## src/sv/first_fit_block_allocator_macros.svh

```systemverilog
// Assertion macros shared by the allocator RTL.
`ifndef FIRST_FIT_BLOCK_ALLOCATOR_MACROS_SVH
`define FIRST_FIT_BLOCK_ALLOCATOR_MACROS_SVH

// Check that cons holds in the same cycle whenever ante holds.
`define FFBA_ASSERT_SAME(label, clk, rst, ante, cons, msg) \
  label: assert property (@(posedge clk) disable iff (rst) (ante) |-> (cons)) \
    else $error(msg);

// Check that cons holds in the cycle after ante holds.
`define FFBA_ASSERT_NEXT(label, clk, rst, ante, cons, msg) \
  label: assert property (@(posedge clk) disable iff (rst) (ante) |=> (cons)) \
    else $error(msg);

`endif

```

## src/sv/ffba_pkg.sv

```systemverilog
// Shared types and constants of the first-fit block allocator.
package ffba_pkg;

  // Free-map word: blocks held per memory word
  localparam int WORD_W     = 8;
  localparam int WORD_SHIFT = 3;

  // Field widths
  localparam int TYPE_W  = 1;
  localparam int COUNT_W = 11;
  localparam int START_W = 10;
  localparam int STAT_W  = 2;

  // Request kinds
  localparam logic [TYPE_W-1:0] REQ_ALLOC = 1'b0;
  localparam logic [TYPE_W-1:0] REQ_FREE  = 1'b1;

  // Result status codes
  localparam logic [STAT_W-1:0] STAT_OK       = 2'd0;
  localparam logic [STAT_W-1:0] STAT_NO_SPACE = 2'd1;
  localparam logic [STAT_W-1:0] STAT_RANGE    = 2'd2;

  typedef enum logic [2:0] {
    ST_INIT,
    ST_IDLE,
    ST_DECIDE,
    ST_SCAN_RD,
    ST_SCAN,
    ST_MARK_RD,
    ST_MARK,
    ST_RESP
  } state_t;

  // Controller to datapath commands
  typedef struct packed {
    logic load;
    logic clr_step;
    logic scan_first;
    logic scan_step;
    logic mark_first;
    logic mark_step;
  } cmd_t;

  // Datapath to controller status
  typedef struct packed {
    logic clr_last;
    logic req_alloc;
    logic count_zero;
    logic range_bad;
    logic found;
    logic scan_last;
    logic mark_last;
  } sts_t;

endpackage

```

## src/sv/ffba_ctrl.sv

```systemverilog
// Sequencer of the allocator: clearing pass, scan and mark phases, result beat.
module ffba_ctrl (
  input  logic           clk,
  input  logic           rst,
  input  logic           start,
  input  ffba_pkg::sts_t sts,
  output ffba_pkg::cmd_t cmd,
  output logic           busy,
  output logic           done
);

  ffba_pkg::state_t state, state_next;

  // State register
  always_ff @(posedge clk) begin
    if (rst) begin
      state <= ffba_pkg::ST_INIT;
    end else begin
      state <= state_next;
    end
  end

  // Next state and commands
  always_comb begin
    state_next = state;
    cmd        = '0;
    busy       = 1'b1;
    done       = 1'b0;
    unique case (state)
      ffba_pkg::ST_INIT: begin
        cmd.clr_step = 1'b1;
        if (sts.clr_last) state_next = ffba_pkg::ST_IDLE;
      end
      ffba_pkg::ST_IDLE: begin
        busy = 1'b0;
        if (start) begin
          cmd.load   = 1'b1;
          state_next = ffba_pkg::ST_DECIDE;
        end
      end
      ffba_pkg::ST_DECIDE: begin
        if (sts.req_alloc) begin
          state_next = sts.count_zero ? ffba_pkg::ST_RESP : ffba_pkg::ST_SCAN_RD;
        end else begin
          state_next = (sts.count_zero || sts.range_bad) ? ffba_pkg::ST_RESP
                                                          : ffba_pkg::ST_MARK_RD;
        end
      end
      ffba_pkg::ST_SCAN_RD: begin
        cmd.scan_first = 1'b1;
        state_next     = ffba_pkg::ST_SCAN;
      end
      ffba_pkg::ST_SCAN: begin
        cmd.scan_step = 1'b1;
        if (sts.found) begin
          state_next = ffba_pkg::ST_MARK_RD;
        end else if (sts.scan_last) begin
          state_next = ffba_pkg::ST_RESP;
        end
      end
      ffba_pkg::ST_MARK_RD: begin
        cmd.mark_first = 1'b1;
        state_next     = ffba_pkg::ST_MARK;
      end
      ffba_pkg::ST_MARK: begin
        cmd.mark_step = 1'b1;
        if (sts.mark_last) state_next = ffba_pkg::ST_RESP;
      end
      ffba_pkg::ST_RESP: begin
        done       = 1'b1;
        state_next = ffba_pkg::ST_IDLE;
      end
      default: begin
        state_next = ffba_pkg::ST_INIT;
      end
    endcase
  end

endmodule

```

## src/sv/ffba_dp.sv

```systemverilog
// Datapath of the allocator: free-map memory, run scanner and range marker.
module ffba_dp #(
  parameter int MAP_SIZE = 1024
) (
  input  logic                           clk,
  input  logic                           rst,
  input  ffba_pkg::cmd_t                 cmd,
  input  logic [ffba_pkg::TYPE_W-1:0]    req_type,
  input  logic [ffba_pkg::COUNT_W-1:0]   block_count,
  input  logic [ffba_pkg::START_W-1:0]   free_start,
  output ffba_pkg::sts_t                 sts,
  output logic [ffba_pkg::STAT_W-1:0]    status,
  output logic [ffba_pkg::START_W-1:0]   run_start
);

  localparam int NUM_WORDS = (MAP_SIZE + ffba_pkg::WORD_W - 1) / ffba_pkg::WORD_W;
  localparam int WADDR_W   = (NUM_WORDS > 1) ? $clog2(NUM_WORDS) : 1;
  localparam int POS_W     = WADDR_W + ffba_pkg::WORD_SHIFT;
  localparam int RUN_W     = ($clog2(MAP_SIZE + 1) > ffba_pkg::COUNT_W) ?
                             $clog2(MAP_SIZE + 1) : ffba_pkg::COUNT_W;
  localparam int SUM_W     = RUN_W + 1;
  localparam logic [WADDR_W-1:0] LAST_WORD = WADDR_W'(NUM_WORDS - 1);
  localparam logic [SUM_W-1:0]   LIMIT     = SUM_W'(MAP_SIZE);

  // Free map, one bit per block, 1 means free
  logic [ffba_pkg::WORD_W-1:0] mem [NUM_WORDS];
  logic [ffba_pkg::WORD_W-1:0] rdata;
  logic [ffba_pkg::WORD_W-1:0] wdata;
  logic [WADDR_W-1:0]          waddr;
  logic [WADDR_W-1:0]          raddr;
  logic                        we;

  // Request and walk registers
  logic [ffba_pkg::TYPE_W-1:0]  type_q;
  logic [ffba_pkg::COUNT_W-1:0] cnt_q;
  logic [POS_W-1:0]             lo_q;
  logic                         fill_q;
  logic [ffba_pkg::STAT_W-1:0]  status_q;
  logic [POS_W-1:0]             start_q;
  logic [WADDR_W-1:0]           cur_idx;
  logic [WADDR_W-1:0]           clr_idx;
  logic [RUN_W-1:0]             run_q;
  logic [POS_W-1:0]             cand_q;

  // Scan and mark combinational values
  logic [RUN_W-1:0]             run_v;
  logic [POS_W-1:0]             cand_v;
  logic                         hit;
  logic [RUN_W-1:0]             cnt_ext;
  logic [SUM_W-1:0]             hi;
  logic [WADDR_W-1:0]           hi_word;
  logic [ffba_pkg::WORD_W-1:0]  mark_mask;
  logic [ffba_pkg::WORD_W-1:0]  clr_mask;
  logic [SUM_W-1:0]             pos_mark;
  logic [SUM_W-1:0]             pos_clr;
  logic [WADDR_W-1:0]           next_idx;
  logic                         range_bad_in;

  assign cnt_ext  = RUN_W'(cnt_q);
  assign hi       = SUM_W'(lo_q) + SUM_W'(cnt_q);
  assign hi_word  = WADDR_W'((hi - SUM_W'(1)) >> ffba_pkg::WORD_SHIFT);
  assign next_idx = (cur_idx == LAST_WORD) ? cur_idx : cur_idx + WADDR_W'(1);
  assign range_bad_in = (SUM_W'(free_start) + SUM_W'(block_count)) > LIMIT;

  // Walk one word: extend the current free run bit by bit, stop at first fit
  always_comb begin
    run_v  = run_q;
    cand_v = cand_q;
    hit    = 1'b0;
    for (int j = 0; j < ffba_pkg::WORD_W; j++) begin
      if (!hit) begin
        if (rdata[j]) begin
          if (run_v == '0) cand_v = {cur_idx, ffba_pkg::WORD_SHIFT'(j)};
          run_v = run_v + RUN_W'(1);
          if (run_v == cnt_ext) hit = 1'b1;
        end else begin
          run_v = '0;
        end
      end
    end
  end

  // Build masks for the marked range and for the clearing pass
  always_comb begin
    mark_mask = '0;
    clr_mask  = '0;
    pos_mark  = '0;
    pos_clr   = '0;
    for (int j = 0; j < ffba_pkg::WORD_W; j++) begin
      pos_mark     = SUM_W'({cur_idx, ffba_pkg::WORD_SHIFT'(j)});
      pos_clr      = SUM_W'({clr_idx, ffba_pkg::WORD_SHIFT'(j)});
      mark_mask[j] = (pos_mark >= SUM_W'(lo_q)) && (pos_mark < hi);
      clr_mask[j]  = pos_clr < LIMIT;
    end
  end

  // Select memory write and read addresses
  always_comb begin
    we    = 1'b0;
    waddr = clr_idx;
    wdata = clr_mask;
    raddr = cur_idx;
    if (cmd.clr_step) begin
      we = 1'b1;
    end else if (cmd.mark_step) begin
      we    = 1'b1;
      waddr = cur_idx;
      wdata = fill_q ? (rdata | mark_mask) : (rdata & ~mark_mask);
    end
    if (cmd.scan_first) begin
      raddr = '0;
    end else if (cmd.mark_first) begin
      raddr = WADDR_W'(lo_q >> ffba_pkg::WORD_SHIFT);
    end else if (cmd.scan_step || cmd.mark_step) begin
      raddr = next_idx;
    end
  end

  // Memory with registered read
  always_ff @(posedge clk) begin
    if (we) mem[waddr] <= wdata;
    rdata <= mem[raddr];
  end

  // Advance the clearing pass
  always_ff @(posedge clk) begin
    if (rst) begin
      clr_idx <= '0;
    end else if (cmd.clr_step && (clr_idx != LAST_WORD)) begin
      clr_idx <= clr_idx + WADDR_W'(1);
    end
  end

  // Capture the request, track the walk and the result
  always_ff @(posedge clk) begin
    if (cmd.load) begin
      type_q   <= req_type;
      cnt_q    <= block_count;
      lo_q     <= POS_W'(free_start);
      fill_q   <= (req_type == ffba_pkg::REQ_FREE);
      start_q  <= '0;
      status_q <= ((req_type == ffba_pkg::REQ_FREE) && range_bad_in) ?
                  ffba_pkg::STAT_RANGE : ffba_pkg::STAT_OK;
    end
    if (cmd.scan_first || cmd.mark_first) begin
      cur_idx <= raddr;
    end else if (cmd.scan_step || cmd.mark_step) begin
      cur_idx <= next_idx;
    end
    if (cmd.scan_first) begin
      run_q  <= '0;
      cand_q <= '0;
    end else if (cmd.scan_step) begin
      run_q  <= run_v;
      cand_q <= cand_v;
      if (hit) begin
        start_q <= cand_v;
        lo_q    <= cand_v;
        fill_q  <= 1'b0;
      end else if (cur_idx == LAST_WORD) begin
        status_q <= ffba_pkg::STAT_NO_SPACE;
      end
    end
  end

  // Status to the controller
  assign sts.clr_last   = (clr_idx == LAST_WORD);
  assign sts.req_alloc  = (type_q == ffba_pkg::REQ_ALLOC);
  assign sts.count_zero = (cnt_q == '0);
  assign sts.range_bad  = (status_q == ffba_pkg::STAT_RANGE);
  assign sts.found      = hit;
  assign sts.scan_last  = (cur_idx == LAST_WORD);
  assign sts.mark_last  = (cur_idx == hi_word);

  assign status    = status_q;
  assign run_start = ffba_pkg::START_W'(start_q);

endmodule

```

## src/sv/first_fit_block_allocator.sv

```systemverilog
// Top level of the first-fit contiguous block allocator.
// The free map sits in a memory of 8-block words. After reset busy stays high
// during a clearing pass that marks every block free.
// A request is taken when start is high and busy is low. An allocate walks
// the map from block 0 at one word (8 blocks) per cycle, as the memory has a
// single read port; the walk stops at the first word where a run fits, then
// the words the run covers are marked, and the result beat follows. When no
// run fits, the walk goes on to the last word of the map. A free reads and
// marks the words of its range; an out-of-range free or a zero count goes
// straight to the result beat. busy drops in the cycle after the result beat,
// so the next request is taken in that cycle at the earliest.
// The result beat (status, run_start) is shown for exactly one cycle with done
// high; the receiver cannot stall it and must take it in that cycle.
`include "first_fit_block_allocator_macros.svh"

module first_fit_block_allocator #(
  parameter int MAP_SIZE = 1024
) (
  input  logic                          clk,
  input  logic                          rst,
  input  logic                          start,
  output logic                          busy,
  input  logic [ffba_pkg::TYPE_W-1:0]   req_type,
  input  logic [ffba_pkg::COUNT_W-1:0]  block_count,
  input  logic [ffba_pkg::START_W-1:0]  free_start,
  output logic                          done,
  output logic [ffba_pkg::STAT_W-1:0]   status,
  output logic [ffba_pkg::START_W-1:0]  run_start
);

  ffba_pkg::cmd_t cmd;
  ffba_pkg::sts_t sts;

  // Sequencer
  ffba_ctrl u_ctrl (
    .clk   (clk),
    .rst   (rst),
    .start (start),
    .sts   (sts),
    .cmd   (cmd),
    .busy  (busy),
    .done  (done)
  );

  // Free map and scan datapath
  ffba_dp #(
    .MAP_SIZE (MAP_SIZE)
  ) u_dp (
    .clk         (clk),
    .rst         (rst),
    .cmd         (cmd),
    .req_type    (req_type),
    .block_count (block_count),
    .free_start  (free_start),
    .sts         (sts),
    .status      (status),
    .run_start   (run_start)
  );

  // A failed request reports no run start
  `FFBA_ASSERT_SAME(a_fail_start_zero, clk, rst, done && (status != ffba_pkg::STAT_OK), run_start == '0, "failed request reports a nonzero run start")
  // An accepted request keeps the block busy in the next cycle
  `FFBA_ASSERT_NEXT(a_accept_busy, clk, rst, start && !busy, busy, "block not busy after accepting a request")
  // A result beat lasts one cycle and the block is ready right after it
  `FFBA_ASSERT_NEXT(a_done_single, clk, rst, done, !done && !busy, "result beat longer than one cycle")
  // The datapath never both clears and marks
  `FFBA_ASSERT_SAME(a_cmd_excl, clk, rst, cmd.clr_step || cmd.mark_step, !(cmd.clr_step && cmd.mark_step), "clearing and marking at once")

endmodule

```

## config.mk

```make
export PLATFORM = sky130hd
export DESIGN_NAME = first_fit_block_allocator
export DESIGN_NICKNAME = d
export VERILOG_FILES = /design/src/sv/ffba_pkg.sv /design/src/sv/ffba_ctrl.sv /design/src/sv/ffba_dp.sv /design/src/sv/first_fit_block_allocator.sv
export VERILOG_INCLUDE_DIRS = /design/src /design/src/sv
export SDC_FILE = /design/constraint.sdc
export NUM_CORES = 2
export LEC_CHECK = 0
export ABC_CLOCK_PERIOD_IN_PS = 24800
export BUFFER_PORTS_ARGS = -buffer_cell sky130_fd_sc_hd__buf_2
export CORE_MARGIN = 3
export CORE_UTILIZATION = 30
export DETAILED_ROUTE_END_ITERATION = 7
export PLACE_DENSITY_LB_ADDON = 0.1
export SLEW_MARGIN = 20
export SYNTH_ARGS = -nofsm -noshare
export SYNTH_HDL_FRONTEND = slang
export SYNTH_SLANG_ARGS = --single-unit
```

## constraint.sdc

```tcl
create_clock -name clk -period 24.8 [get_ports clk]
set_input_delay 3.72 -clock clk [delete_from_list [all_inputs] [get_ports clk]]
set_output_delay 3.72 -clock clk [all_outputs]
set_load 0.1 [all_outputs]
```

# ---- Yosys cells after proc, flatten, opt, wreduce, memory -nomap -nowiden
# Memories as Yosys holds them, arrays and structs flattened. A register that Yosys moved wholly into a read port is not among the register bits.
# Index checks and enable logic that the tools add are counted.
dict set report totals {
  regBits 73
  ram_bits 1024
  input_bits 25
  output_inout_bits 14
  word_cells 204
  mem_count 1
}
# memory depth word_bits rd rd_ports_with_merged_regs write_ports line_no
set mem_list {}
lappend mem_list {u_dp.mem 128 8 1 1 1 ffba_dp.sv:26} ;# logic [ffba_pkg::WORD_W-1:0] mem [NUM_WORDS];
dict set report op_classes {
  add_sub_neg 13
  order_cmp 17
  n_eq_ne 24
  n_mux 111
  n_bitwise 3
  n_reduce_logical 24
}
# op count
set op_table {}
lappend op_table {{two-way mux 10 bit} 31}
lappend op_table {{two-way mux 11 bit} 15}
lappend op_table {{zero test 11 bit} 9}
lappend op_table {{less-than comparator 10 x 12 -> 1 bit} 8}
lappend op_table {{adder 11 x 1 -> 11 bit, second input constant} 8}
lappend op_table {{equality test 11 bit} 8}
lappend op_table {{greater-or-equal comparator 10 bit} 8}
lappend op_table {{two-way mux 7 bit} 7}
lappend op_table {{two-way mux 1 bit} 40}
lappend op_table {{adder 10 x 11 -> 12 bit} 2}
lappend op_table {{two-way mux 8 bit} 3}
lappend op_table {{one-hot mux 3 bit (8 select lines)} 1}
lappend op_table {{two-way mux 3 bit} 7}
lappend op_table {{adder 7 x 1 -> 7 bit, second input constant} 2}
lappend op_table {{equality test 7 bit, second input constant} 2}
lappend op_table {{two-way mux 2 bit} 7}
lappend op_table {{equality test 3 bit, second input constant} 4}
lappend op_table {{greater-than comparator 12 x 11 -> 1 bit, second input constant} 1}
lappend op_table {{logical AND 1 bit} 10}
lappend op_table {{subtractor 10 x 1 -> 10 bit, second input constant} 1}
lappend op_table {{bitwise AND 8 bit} 1}
lappend op_table {{inverter 8 bit} 1}
lappend op_table {{OR 8 bit} 1}
lappend op_table {{equality test 7 bit} 1}
lappend op_table {{other kinds (9)} 14}

# ---- Longest topological paths before layout
dict set report logic_depth {
  word_depth 28
  mapped_depth 54
  mapped_depth_nobuf 47
}

# ---- By module
# From an unflattened synthesis, not the netlist that was laid out.
dict set report unflattened {
  cells_unflattened 4793
  area_unflattened_um2 54888.9
}
# mod n_inst cells_each area_each_um2 seq_area_each_um2
set modules_own_cells {}
lappend modules_own_cells {ffba_dp 1 4762 54607.4 32431.1}
lappend modules_own_cells {ffba_ctrl 1 31 281.5 60.1}

# ---- Worst setup path before layout
# No wires, ideal clock.
dict set report synth_path {
  kind {register -> register}
  startpoint {register u_dp.run_q[0]}
  endpoint {register u_dp.lo_q[6]}
  setup_time_ns 0.124
  arrival_ns 10.717
  required_ns 24.676
  path_slack_ns 13.959
  stages_incl_launch_ff 49
  n_path_buf 9
  period_less_slack_ns 10.841
  path_cell_list {dfxtp_1 -> buf_2 -> inv_1 -> ha_1 -> xnor2_1 -> nand3_1 -> nand3b_1 -> nor4_4 -> nand3_4 -> buf_2 -> clkbuf_1 -> o21ai_0 -> ha_1 -> nand2_1 -> or3_1 -> buf_2 -> a211oi_2 -> nor3b_1 -> [... 13 more ...] -> o31a_1 -> nor2_1 -> buf_2 -> a21oi_1 -> inv_1 -> ha_1 -> o21ai_2 -> or4_1 -> clkbuf_1 -> xnor2_1 -> or4_1 -> a2111oi_2 -> nor2_2 -> a31oi_1 -> nand3_2 -> buf_2 -> mux2i_1 -> mux2i_1}
}
dict set report synth_between {
  elab_chain_cells 28
  word_cells_on_any_way 86
  classes_between {add/sub (8); eq/ne (8); mux (62); reduce/logical (8)}
}
# item line_no
set synth_lines {}
lappend synth_lines {{from (decl)} ffba_dp.sv:42} ;# logic [RUN_W-1:0] run_q;
lappend synth_lines {{from (signal assigned)} ffba_dp.sv:154} ;# run_q <= run_v;
lappend synth_lines {{adder 11 x 1 -> 11 bit} ffba_dp.sv:74} ;# run_v = run_v + RUN_W'(1);
lappend synth_lines {{two-way mux 11 bit or equality test 11 bit (tied branches)} {ffba_dp.sv:72, ffba_dp.sv:75}}
lappend synth_lines {{adder 11 x 1 -> 11 bit or two-way mux 1 bit (tied branches)} {ffba_dp.sv:74, ffba_dp.sv:75}}
lappend synth_lines {{two-way mux 11 bit, or another cell as far along} ffba_dp.sv:72} ;# if (rdata[j]) begin
lappend synth_lines {{two-way mux 11 bit or two-way mux 1 bit (tied branches)} {ffba_dp.sv:71, ffba_dp.sv:75}}
lappend synth_lines {{adder 11 x 1 -> 11 bit or two-way mux 1 bit (tied branches)} {ffba_dp.sv:74, ffba_dp.sv:72}}
lappend synth_lines {{two-way mux 11 bit, or another cell as far along} ffba_dp.sv:72}
lappend synth_lines {{two-way mux 11 bit or two-way mux 1 bit (tied branches)} {ffba_dp.sv:71, ffba_dp.sv:75}}
lappend synth_lines {{[... 12 more ...]} --}
lappend synth_lines {{adder 11 x 1 -> 11 bit} ffba_dp.sv:74}
lappend synth_lines {{equality test 11 bit} ffba_dp.sv:75} ;# if (run_v == cnt_ext) hit = 1'b1;
lappend synth_lines {{two-way mux 1 bit} ffba_dp.sv:75}
lappend synth_lines {{two-way mux 1 bit} ffba_dp.sv:72}
lappend synth_lines {{two-way mux 1 bit} ffba_dp.sv:71} ;# if (!hit) begin
lappend synth_lines {{two-way mux 10 bit (*)} ffba_dp.sv:156} ;# if (hit) begin
lappend synth_lines {{two-way mux 10 bit (*)} ffba_dp.sv:153} ;# end else if (cmd.scan_step) begin
lappend synth_lines {{two-way mux 10 bit (*)} ffba_dp.sv:150} ;# if (cmd.scan_first) begin
lappend synth_lines {{to (signal assigned)} ffba_dp.sv:139} ;# lo_q <= POS_W'(free_start);
lappend synth_lines {{to (signal assigned)} ffba_dp.sv:158} ;# lo_q <= cand_v;
lappend synth_lines {{to (decl)} ffba_dp.sv:36} ;# logic [POS_W-1:0] lo_q;
# Mark *: on every way between the ends. The rest lies on a longest branch, timed or not.
# A chain may end at the register's enable or synchronous reset.

# ---- Worst setup path after layout
dict set report layout_path {
  startpoint {register u_dp.run_q[0]}
  endpoint {register u_dp.cand_q[5]}
}
dict set report layout_between {
  elab_chain_cells 24
  word_cells_on_any_way 78
  classes_between {add/sub (7); eq/ne (7); mux (56); reduce/logical (8)}
}
# item line_no
set layout_lines {}
lappend layout_lines {{adder 11 x 1 -> 11 bit or zero test 11 bit (tied branches)} {ffba_dp.sv:74, ffba_dp.sv:73}}
lappend layout_lines {{two-way mux 11 bit, or another cell as far along} ffba_dp.sv:72}
lappend layout_lines {{adder 11 x 1 -> 11 bit, or another cell as far along} ffba_dp.sv:74}
lappend layout_lines {{two-way mux 11 bit, or another cell as far along} ffba_dp.sv:72}
lappend layout_lines {{two-way mux 11 bit, or another cell as far along} ffba_dp.sv:71}
lappend layout_lines {{adder 11 x 1 -> 11 bit, or another cell as far along} ffba_dp.sv:74}
lappend layout_lines {{two-way mux 11 bit, or another cell as far along} ffba_dp.sv:72}
lappend layout_lines {{two-way mux 11 bit, or another cell as far along} ffba_dp.sv:71}
lappend layout_lines {{[... 8 more ...]} --}
lappend layout_lines {{two-way mux 11 bit, or another cell as far along} ffba_dp.sv:71}
lappend layout_lines {{adder 11 x 1 -> 11 bit, or another cell as far along} ffba_dp.sv:74}
lappend layout_lines {{two-way mux 11 bit, or another cell as far along} ffba_dp.sv:72}
lappend layout_lines {{two-way mux 11 bit or two-way mux 10 bit (tied branches)} {ffba_dp.sv:71, ffba_dp.sv:72}}
lappend layout_lines {{zero test 11 bit or two-way mux 10 bit (tied branches)} {ffba_dp.sv:73, ffba_dp.sv:71}}
lappend layout_lines {{two-way mux 10 bit} ffba_dp.sv:73} ;# if (run_v == '0) cand_v = {cur_idx, ffba_pkg::WORD_SHIFT'(j)};
lappend layout_lines {{two-way mux 10 bit} ffba_dp.sv:72}
lappend layout_lines {{two-way mux 10 bit (*)} ffba_dp.sv:71}
lappend layout_lines {{to (signal assigned)} ffba_dp.sv:155} ;# cand_q <= cand_v;
lappend layout_lines {{to (decl)} ffba_dp.sv:43} ;# logic [POS_W-1:0] cand_q;
# Marks and branches as above.

==> metrics.cfg <==
[cells_and_area]
drive_above_1_share_pct=8.37
antennaDiodeCount=0
area_delta_synth_final_pct=11.9
fin_area_um2=60200
nNetsFinal=4927

[synth]
synth_edf_count=1036
synth_cell_types=128
yosysWarnings=0
async_reset_ff_share_pct=0
synth-seq-area-share_pct=60.3
synth_area_leaders=edfxtp_1 58%, nand2_1 8.5%, a311oi_1 3.3%
yosys-top-cells-count=1221 x nand2_1, 1036 x edfxtp_1, 341 x nand3_1, 269 x clkbuf_1, 247 x nor2_1
synth_area_um2=53900
synth_top_area_cell=edfxtp_1
synth_cells=4938
synth_area_per_cell_um2=10.9
synth_top_area_share_pct=57.8
synth_flop_cell=edfxtp_1
synth_nets=5019
ys_ff_latch=1105
synthMostInstantiatedCell=nand2_1

[pwr]
p_leak_nw=21.0
power.share.switching_pct=42.9
power_density_nw_per_um2=113
p_clk_share_pct=26.0
vdd_ir_drop_max_mv=0.121
power_w=0.00678
internal-power_w=0.00387
netSwitchingPower_w=0.00291
p_seq_share_pct=32.4
comb_power_share_pct=41.6

[timing]
slew_headroom_pct=20.2
drv_slew=0
rsz0062_at_grt=false
finClkSkew_ns=0.0465
setup_tns_ns=0
max_freq_ghz=0.0724
fin_crit_sh_pct=55.7
period_needed_ns=13.82
worst_slack_ns=10.98
hold_violations=0
worstMarginPinSlew_ns=1.19
fin_hold_ws_ns=0.460
finalSetupViolCount=0

[grt]
grt_overflow=0
grt_max_degree=129
grt_pass1_vias=37062
antenna_found_initial=3
grt_pass1_wl_um=263000
globalRouteTotalUtil_pct=18.8

[placement]
dp_hpwl_um=108000
io_buffers=38
place_congestion=0.844
dp_slack_ns=11.16
placed_cell_area_um2=56400

[setup_path]
cp.arrival_ns=14.50
cp-end-kind=flop
worstRegToRegCells=40
start_kind=flop
required_ns=25.48
r2r_start=u_dp.run_q[0]
rr_endpoint=u_dp.cand_q[5]
crit_slowest_cell=or4b_1
rrSetupSlack_ns=10.98
max_stage_delay_ns=0.81
crit_top_cell=ha_1
path_class=flop to flop
cp_max_fo=26

[cts]
clk_root_buffer_cell=clkbuf_16
postCtsSetupBuffers=0
cts_sinks=1105
clk_latency_ns=0.75
cts_tree=yes
cts_buffers=120
cts.repair.resized=0
holdBufCountCts=0
htree_levels=3
clkSlewWorstSetupHoldPaths_ns=0.06
cts_max_path_buffers=3

[die]
dieArea_um2=185000
fp.coreArea_um2=177000
die_w_um=430
io-pin-count=39
die_h_um=430
num_rows=154
initial_utilization_pct=30.4

[route]
drc=0
via_per_inst=5.34
ant_nets=0
num_vias=38932
first_pass_iters=6
routedWlPerCell_um=24.5
dr.first_iter.drc_count=3183
totalWireLength_um=179000

[min_path]
hold_depth=2
hp-start=u_dp.run_start[9]
min_path_type=flop to flop
worstHoldEndpoint=u_dp.run_start[9]

[outcome]
status=completed

[run]
maxCapViolCount=0

[cells in the final DEF, fill, tap and decap left out, drive strengths merged, types with 32 or more instances in the layout]
| cell | instances |
|---|---|
| edfxtp | 1036 |
| buf | 125 |
| nand4 | 50 |
| xnor2 | 98 |
| dfxtp | 69 |
| nor4 | 36 |
| nand3 | 344 |
| a31oi | 84 |
| ha | 54 |
| nand2 | 1223 |
| mux2i | 70 |
| a311oi | 200 |
| a211oi | 79 |
| inv | 70 |
| clkinv | 64 |
| o21ai | 94 |
| clkbuf | 147 |
| nor2 | 252 |
| a21oi | 161 |
| and3 | 152 |
| xor2 | 33 |
| nor3 | 61 |
| a21o | 32 |
[critical path: cells and delay by family (launching register included)]
family,cells,cell delay [ns]
mux,1,0.26
flops,1,0.57
compound gates,14,4.49
simple gates,18,6.45
fa+ha+maj,4,1.51
xor+xnor,1,0.18
buf+inv,2,0.25
[routing by layer]
metal | vias to the layer above | GRT usage [%] | part of all wire, %
li1 | 18252 | - | -
met3 | 199 | 2.17 | 4.2
met2 | 952 | 29.9 | 46
met4 | 0 | 4.07 | 2.0
met1 | 19529 | 27.4 | 48
met5 | - | 0 | 0
[flip-flops by register name, summed over array words and instances, names as in the netlist, 2 cells and up]
| signal | count |
|---|---|
| u_dp.lo_q | 10 |
| u_dp.run_q | 11 |
| u_dp.clr_idx | 7 |
| u_ctrl.state | 3 |
| u_dp.status | 2 |
| u_dp.run_start | 10 |
| u_dp.rdata | 8 |
| u_dp.cur_idx | 7 |
| u_dp.mem | 1024 |
| u_dp.cand_q | 10 |
| u_dp.cnt_ext | 11 |
[logic make-up (layout without fill, tap and decap cells)]
group / count (synthesis) / after routing / share of synthesized area (%)
multiplexers: 82 / 82 / 1.57
buffers and inverters: 409 / 416 / 3.11
AND/OR/NAND/NOR: 2274 / 2274 / 19.3
flip-flops: 1105 / 1105 / 60.3
AO/OA/AOI/OAI: 878 / 878 / 12.0
XOR/XNOR: 134 / 134 / 2.29
adder cells (fa/ha/maj): 56 / 56 / 1.33
[power by group through the flow]
stage               sequential [W]  combinational [W]  clock [W]
global placement           0.00224            0.00286          0
global route               0.00220            0.00309    0.00188
CTS                        0.00219            0.00287    0.00181
detailed placement         0.00223            0.00286          0
finish                     0.00220            0.00282    0.00177
floorplan                  0.00221            0.00178          0
[cell type report]
cell class / count / area, um2
inverter: 70 / 278
multi-input combinational: 3424 / 19800
tap: 2340 / 2930
fill: 17801 / 117000
sequential: 1105 / 32500
timing repair buffer: 125 / 918
clock buffer: 147 / 3130
clock inverter: 74 / 686
[worst max-delay path by stage]
| stage | startpoint | endpoint | cells after the start | slack, ns |
|---|---|---|---|---|
| floorplan | u_dp.run_q[0] | u_dp.lo_q[6] | 48 | 13.96 |
| global placement | u_dp.run_q[0] | u_dp.cand_q[4] | 40 | 11.44 |
| detailed placement | u_dp.run_q[0] | u_dp.cand_q[5] | 40 | 11.16 |
| CTS | u_dp.run_q[0] | u_dp.cand_q[5] | 40 | 11.08 |
| global route | u_dp.run_q[0] | u_dp.cand_q[9] | 39 | 9.67 |
| finish | u_dp.run_q[0] | u_dp.cand_q[5] | 40 | 10.98 |
[through the flow]
step	utilization (%)	std cells
2_1_floorplan	-	4938
3_3_place_gp	31.8	7064
3_5_place_dp	31.8	7064
4_1_cts	34.0	7285
5_1_grt	34.0	7285
6_report	34.0	7285
(Power assumes the default switching activity.)
